$ cat src/design/pma_pkg.sv
// Package for the power meter averager: widths, window length, reciprocal
// constants for the fixed divisions, the sample and mode types.
// Depends on nothing; used by every module of the block.
package pma_pkg;

   localparam int WINDOW_LEN = 20;
   localparam int WIN_W      = $clog2(WINDOW_LEN);

   localparam int SENSE_W = 24;
   localparam int VOLT_W  = 20;
   localparam int HOLD_W  = 8;
   localparam int MODE_W  = 2;
   localparam int CORR_W  = 25;
   localparam int CUR_W   = 15;
   localparam int OVOLT_W = 16;
   localparam int PWR_W   = 17;

   localparam int SSUM_W = SENSE_W + WIN_W;
   localparam int VSUM_W = VOLT_W + WIN_W;

   localparam int STAGES = 9;

   localparam logic [HOLD_W-1:0] HOLD_RESET = 8'd80;

   // Window sum of the sense samples divided by the window length.
   localparam int AS_N   = SSUM_W;
   localparam int AS_SH  = AS_N + WIN_W;
   localparam int AS_P_W = 2 * AS_N + 1;
   localparam int AS_Q_W = AS_N + 1 - WIN_W;
   localparam logic [AS_N:0] AS_MUL = (AS_N + 1)'(((64'd1 << AS_SH)
      + 64'(WINDOW_LEN) - 64'd1) / 64'(WINDOW_LEN));

   // Window sum of the source samples divided by ten times the window length.
   localparam int AV_DIV = WINDOW_LEN * 10;
   localparam int AV_N   = VSUM_W;
   localparam int AV_L   = $clog2(AV_DIV);
   localparam int AV_SH  = AV_N + AV_L;
   localparam int AV_P_W = 2 * AV_N + 1;
   localparam int AV_Q_W = AV_N + 1 - AV_L;
   localparam logic [AV_N:0] AV_MUL = (AV_N + 1)'(((64'd1 << AV_SH)
      + 64'(AV_DIV) - 64'd1) / 64'(AV_DIV));

   // Source sample divided by ten.
   localparam int IV_DIV = 10;
   localparam int IV_N   = VOLT_W;
   localparam int IV_L   = $clog2(IV_DIV);
   localparam int IV_SH  = IV_N + IV_L;
   localparam int IV_P_W = 2 * IV_N + 1;
   localparam int IV_Q_W = IV_N + 1 - IV_L;
   localparam logic [IV_N:0] IV_MUL = (IV_N + 1)'(((64'd1 << IV_SH)
      + 64'(IV_DIV) - 64'd1) / 64'(IV_DIV));

   // Magnitude of a corrected sense value divided by 2000.
   localparam int CD_DIV = 2000;
   localparam int CD_N   = CORR_W;
   localparam int CD_L   = $clog2(CD_DIV);
   localparam int CD_SH  = CD_N + CD_L;
   localparam int CD_P_W = 2 * CD_N + 1;
   localparam int CD_Q_W = CD_N + 1 - CD_L;
   localparam logic [CD_N:0] CD_MUL = (CD_N + 1)'(((64'd1 << CD_SH)
      + 64'(CD_DIV) - 64'd1) / 64'(CD_DIV));

   // Magnitude of current times voltage divided by 10000.
   localparam int PP_W   = CUR_W + OVOLT_W + 1;
   localparam int PD_DIV = 10000;
   localparam int PD_N   = PP_W - 2;
   localparam int PD_L   = $clog2(PD_DIV);
   localparam int PD_SH  = PD_N + PD_L;
   localparam int PD_P_W = 2 * PD_N + 1;
   localparam int PD_Q_W = PD_N + 1 - PD_L;
   localparam logic [PD_N:0] PD_MUL = (PD_N + 1)'(((64'd1 << PD_SH)
      + 64'(PD_DIV) - 64'd1) / 64'(PD_DIV));

   typedef struct packed {
      logic signed [SENSE_W-1:0] sense;
      logic [VOLT_W-1:0]         volt;
   } sample_type;

   typedef enum logic [MODE_W-1:0] {
      MODE_OFF  = 2'd0,
      MODE_CAL  = 2'd1,
      MODE_MEAS = 2'd2
   } mode_type;

endpackage

$ cat src/design/pma_cell.sv
// One cell of the sample window: holds one sense and one source sample.
// Depends on pma_pkg.
module pma_cell (
   input  logic                clock,
   input  logic                reset,
   input  logic                shift,
   input  pma_pkg::sample_type sample_in,
   output pma_pkg::sample_type sample_out
);

   pma_pkg::sample_type sample_ff;

   always_ff @(posedge clock) begin
      if (reset) begin
         sample_ff <= '0;
      end else if (shift) begin
         sample_ff <= sample_in;
      end
   end

   assign sample_out = sample_ff;

endmodule

$ cat src/design/pma_window.sv
// Sliding window built from a chain of pma_cell instances, with running sums.
// Depends on pma_pkg and pma_cell.
module pma_window (
   input  logic                              clock,
   input  logic                              reset,
   input  logic                              shift,
   input  pma_pkg::sample_type               sample,
   output logic signed [pma_pkg::SSUM_W-1:0] sense_sum,
   output logic [pma_pkg::VSUM_W-1:0]        volt_sum
);

   pma_pkg::sample_type tap [pma_pkg::WINDOW_LEN+1];

   logic signed [pma_pkg::SSUM_W-1:0] sense_sum_ff;
   logic signed [pma_pkg::SSUM_W-1:0] sense_sum_in;
   logic [pma_pkg::VSUM_W-1:0]        volt_sum_ff;
   logic [pma_pkg::VSUM_W-1:0]        volt_sum_in;

   assign tap[0] = sample;

   for (genvar i = 0; i < pma_pkg::WINDOW_LEN; i++) begin : g_cell
      pma_cell u_cell (
         .clock      (clock),
         .reset      (reset),
         .shift      (shift),
         .sample_in  (tap[i]),
         .sample_out (tap[i+1])
      );
   end

   assign sense_sum_in = sense_sum_ff + pma_pkg::SSUM_W'(sample.sense)
      - pma_pkg::SSUM_W'(tap[pma_pkg::WINDOW_LEN].sense);
   assign volt_sum_in = volt_sum_ff + pma_pkg::VSUM_W'(sample.volt)
      - pma_pkg::VSUM_W'(tap[pma_pkg::WINDOW_LEN].volt);

   always_ff @(posedge clock) begin
      if (reset) begin
         sense_sum_ff <= '0;
         volt_sum_ff  <= '0;
      end else if (shift) begin
         sense_sum_ff <= sense_sum_in;
         volt_sum_ff  <= volt_sum_in;
      end
   end

   assign sense_sum = sense_sum_ff;
   assign volt_sum  = volt_sum_ff;

endmodule

$ cat config.mk
export PLATFORM = sky130hd
export DESIGN_NAME = pma_window
export DESIGN_NICKNAME = d
export VERILOG_FILES = /design/src/design/pma_pkg.sv /design/src/design/pma_cell.sv /design/src/design/pma_window.sv
export SDC_FILE = /design/constraint.sdc
export NUM_CORES = 2
export LEC_CHECK = 0
export BUFFER_PORTS_ARGS = -buffer_cell sky130_fd_sc_hd__buf_2
export CORE_MARGIN = 5
export CORE_UTILIZATION = 50
export CTS_CLUSTER_SIZE = 40
export DETAILED_ROUTE_END_ITERATION = 8
export PLACE_DENSITY = 0.68
export SYNTH_ARGS = -nofsm -noshare
export SYNTH_HDL_FRONTEND = slang
export SYNTH_SLANG_ARGS = --single-unit
export TNS_END_PERCENT = 5
$ cat constraint.sdc
create_clock -name clock -period 10.45 [get_ports clock]
set_input_delay 2.09 -clock clock [delete_from_list [all_inputs] [get_ports clock]]
set_output_delay 2.09 -clock clock [all_outputs]
set_load 0.05 [all_outputs]
==> results.ini <==
[floorplanning]
dieArea_sq_um = 79200
io_pins = 101
die_width_microns = 281
rows = 99
initial_utilization_pct = 50.5
core_sq_um = 73000
die_h_microns = 281

[worst_setup_path]
critPathRequiredTime_ps = 10930
startpoint_type = input pin
cp_slowest_cell = buf_4
cp.arrival_ps = 5380
crit_chain = buf_8, buf_4, buf_4, buf_4, mux2i_1, nor2_1
critPathMaxStageDelay_ps = 840
crit_fanout = 61
critPathKind = input pin to register
crit_top_cell = buf_4
critPathCaptureType = register

[timing]
setup_slack_ps = 5550
tightest_slew_ps = 1120
tns_ps = 0
period_share_pct = 46.9
finClkSkew_ps = 22.7
finalSetupViolations = 0
rsz0062_at_grt = false
max_slew_margin_pct = 25.6
hold_viol = 0
drv_slew = 0
max_freq_mhz = 204
fin_crit_ps = 4900

[global_routing]
overflow = 0
grt_max_degree = 222
grt_pass1_wl_microns = 110000
antenna_found_initial = 0
first_global_vias = 21700
grt_usage_pct = 16.3

[drt]
drc = 0
drtAntennaViolNets = 0
via_per_inst = 4.98
wl_microns = 65300
drtIter0Drc = 1547
first_pass_iters = 5
vias = 23400
avgRoutedWirePerCell_microns = 13.9

[clocking]
cts_root_buf = clkbuf_16
htreeDepth = 3
ctsHoldBuffers = 0
cts-resized-gates = 0
cts_sinks = 934
insertion_delay_ps = 650
path_clk_slew_ps = 60
cts_inserted_buffers = 95
post_cts_buffers = 0
clockBufferDepth = 3
cts_tree = built

[synth]
async_flop_share_pct = 0
ys.flop_type = dfxtp_1
synth_cells = 3661
synth-edff-count = 0
syn_avg_cell_area_sq_um = 10.1
yosysSeqAreaShare_pct = 50.8
mappedNetlistArea_sq_um = 36800
syn_nets = 3811
synthTopCellsByArea = dfxtp_1 51%, mux2i_1 24%, nor2_1 9.6%
yosys.area.top_type = dfxtp_1
yosys_warnings = 0
synth_top_cell_area_share_pct = 50.8
ys_seq_elements = 934
ys_types = 80

[final_layout]
syn_to_final_growth_pct = 12.0
nFillCells = 6308
final_nets = 3811
drive_gt1_share_pct = 7.77
antenna_cells = 0

[job]
max-cap-violations = 0

[power]
cellPowerDensity_nw_per_um2 = 223
p_leak_nw = 18.8
ir_drop_uv = 258

[placement]
dp_hpwl_microns = 41300
place_congestion = 0.833
pre_cts_slack_ps = 4900
io_buffers = 100

[worst_hold_path]
hold_path_class = register to register

[status]
run_status = finished, final reports clean

==> synth_stat cells, drive strengths merged (10+ instances only) <==
library cell	instances
fa	48
mux2i	897
a21o	14
dfxtp	934
o21a	10
ha	55
xor2	10
nand2	52
inv	207
buf	92
clkbuf	124
nor2	944
xnor2	25
o21ai	32
a211oi	12
nand3	15
o22ai	14
a21oi	56
nor3	11
==> power by group <==
part | internal [W] | total [W] | switching (W) | leakage, nW
sequential | 0.00366 | 0.00374 | 0.0000802 | 7.54
clock | 0.00209 | 0.00351 | 0.00142 | 1.63
combinational | 0.000708 | 0.00195 | 0.00124 | 9.64
total | 0.00645 | 0.00919 | 0.00274 | 18.8
==> registers in the layout, summed over array words and instances, names as in the netlist <==
signal	count
g_cell.u_cell.sample_out	880
sense_sum	29
volt_sum	25
==> per-stage QoR <==
stage               power, W  hold WS [ps]  util [%]  area, sq um  cells
floorplan            0.00534           460         -        36800   3661
global placement     0.00574           471      51.9        37900   4523
detailed placement   0.00575           481      51.9        37900   4523
CTS                  0.00930           489      56.5        41200   4703
global route         0.00968           511      56.5        41200   4703
finish               0.00919           485      56.5        41200   4703
==> metal layers <==
layer | vias to the layer above | track usage [%] | routed length (microns)
met4 | 0 | 4.70 | 1320
met3 | 90 | 2.36 | 2500
met2 | 327 | 23.5 | 27200
met5 | - | 0 | 0
met1 | 10800 | 25.3 | 34300
li1 | 12200 | - | -
==> final timing paths <==
check	startpoint	to	slack, ps	cells after the start
setup / recovery	shift	g_cell[15].u_cell.sample_out[13]$_SDFFE_PP0P_	5550	6
setup reg to reg	g_cell[19].u_cell.sample_out[1]$_SDFFE_PP0P_	volt_sum[24]$_SDFFE_PP0P_	7060	9
hold reg to reg	g_cell[10].u_cell.sample_out[4]$_SDFFE_PP0P_	g_cell[11].u_cell.sample_out[4]$_SDFFE_PP0P_	490	2
hold / removal	g_cell[10].u_cell.sample_out[4]$_SDFFE_PP0P_	g_cell[11].u_cell.sample_out[4]$_SDFFE_PP0P_	490	2
==> cell families after synthesis <==
| kind of cell | after synthesis | share of synthesized area (%) |
|---|---|---|
| compound gates | 200 | 3.71 |
| xor+xnor | 35 | 0.832 |
| fa+ha+maj | 103 | 4.48 |
| buf+inv | 423 | 4.41 |
| flops | 934 | 50.8 |
| mux | 899 | 24.4 |
| simple gates | 1067 | 11.4 |
==> layout by cell type, fill, tap and decap left out, drive strengths merged, types with 10 or more instances in the layout <==
cell / n
a21o: 14
nand2: 52
a211oi: 12
buf: 119
nor3: 11
xnor2: 25
mux2i: 897
clkbuf: 135
bufinv: 11
inv: 208
a21oi: 56
clkinv: 29
xor2: 10
o21ai: 32
ha: 55
dfxtp: 934
o22ai: 14
o21a: 10
fa: 48
nor2: 944
nand3: 15
==> worst max-delay path, delay by kind of cell <==
family	cells	cell delay, ps
buffers and inverters	4	2820
muxes	1	280
and+or+nand+nor	1	60
==> area by class of cell <==
cell class              instances  area, sq um  share of cell area (%)
flip-flops and latches        934        18700                    45.3
clock buffers                 135         2690                    6.52
multi-input cells            2304        16500                    40.0
well taps                     959         1200                    2.91
repair buffers                119          713                    1.73
clock inverters                45          662                    1.60
inverters                     207          777                    1.88
Note: power is estimated with default switching activity, not from simulation.
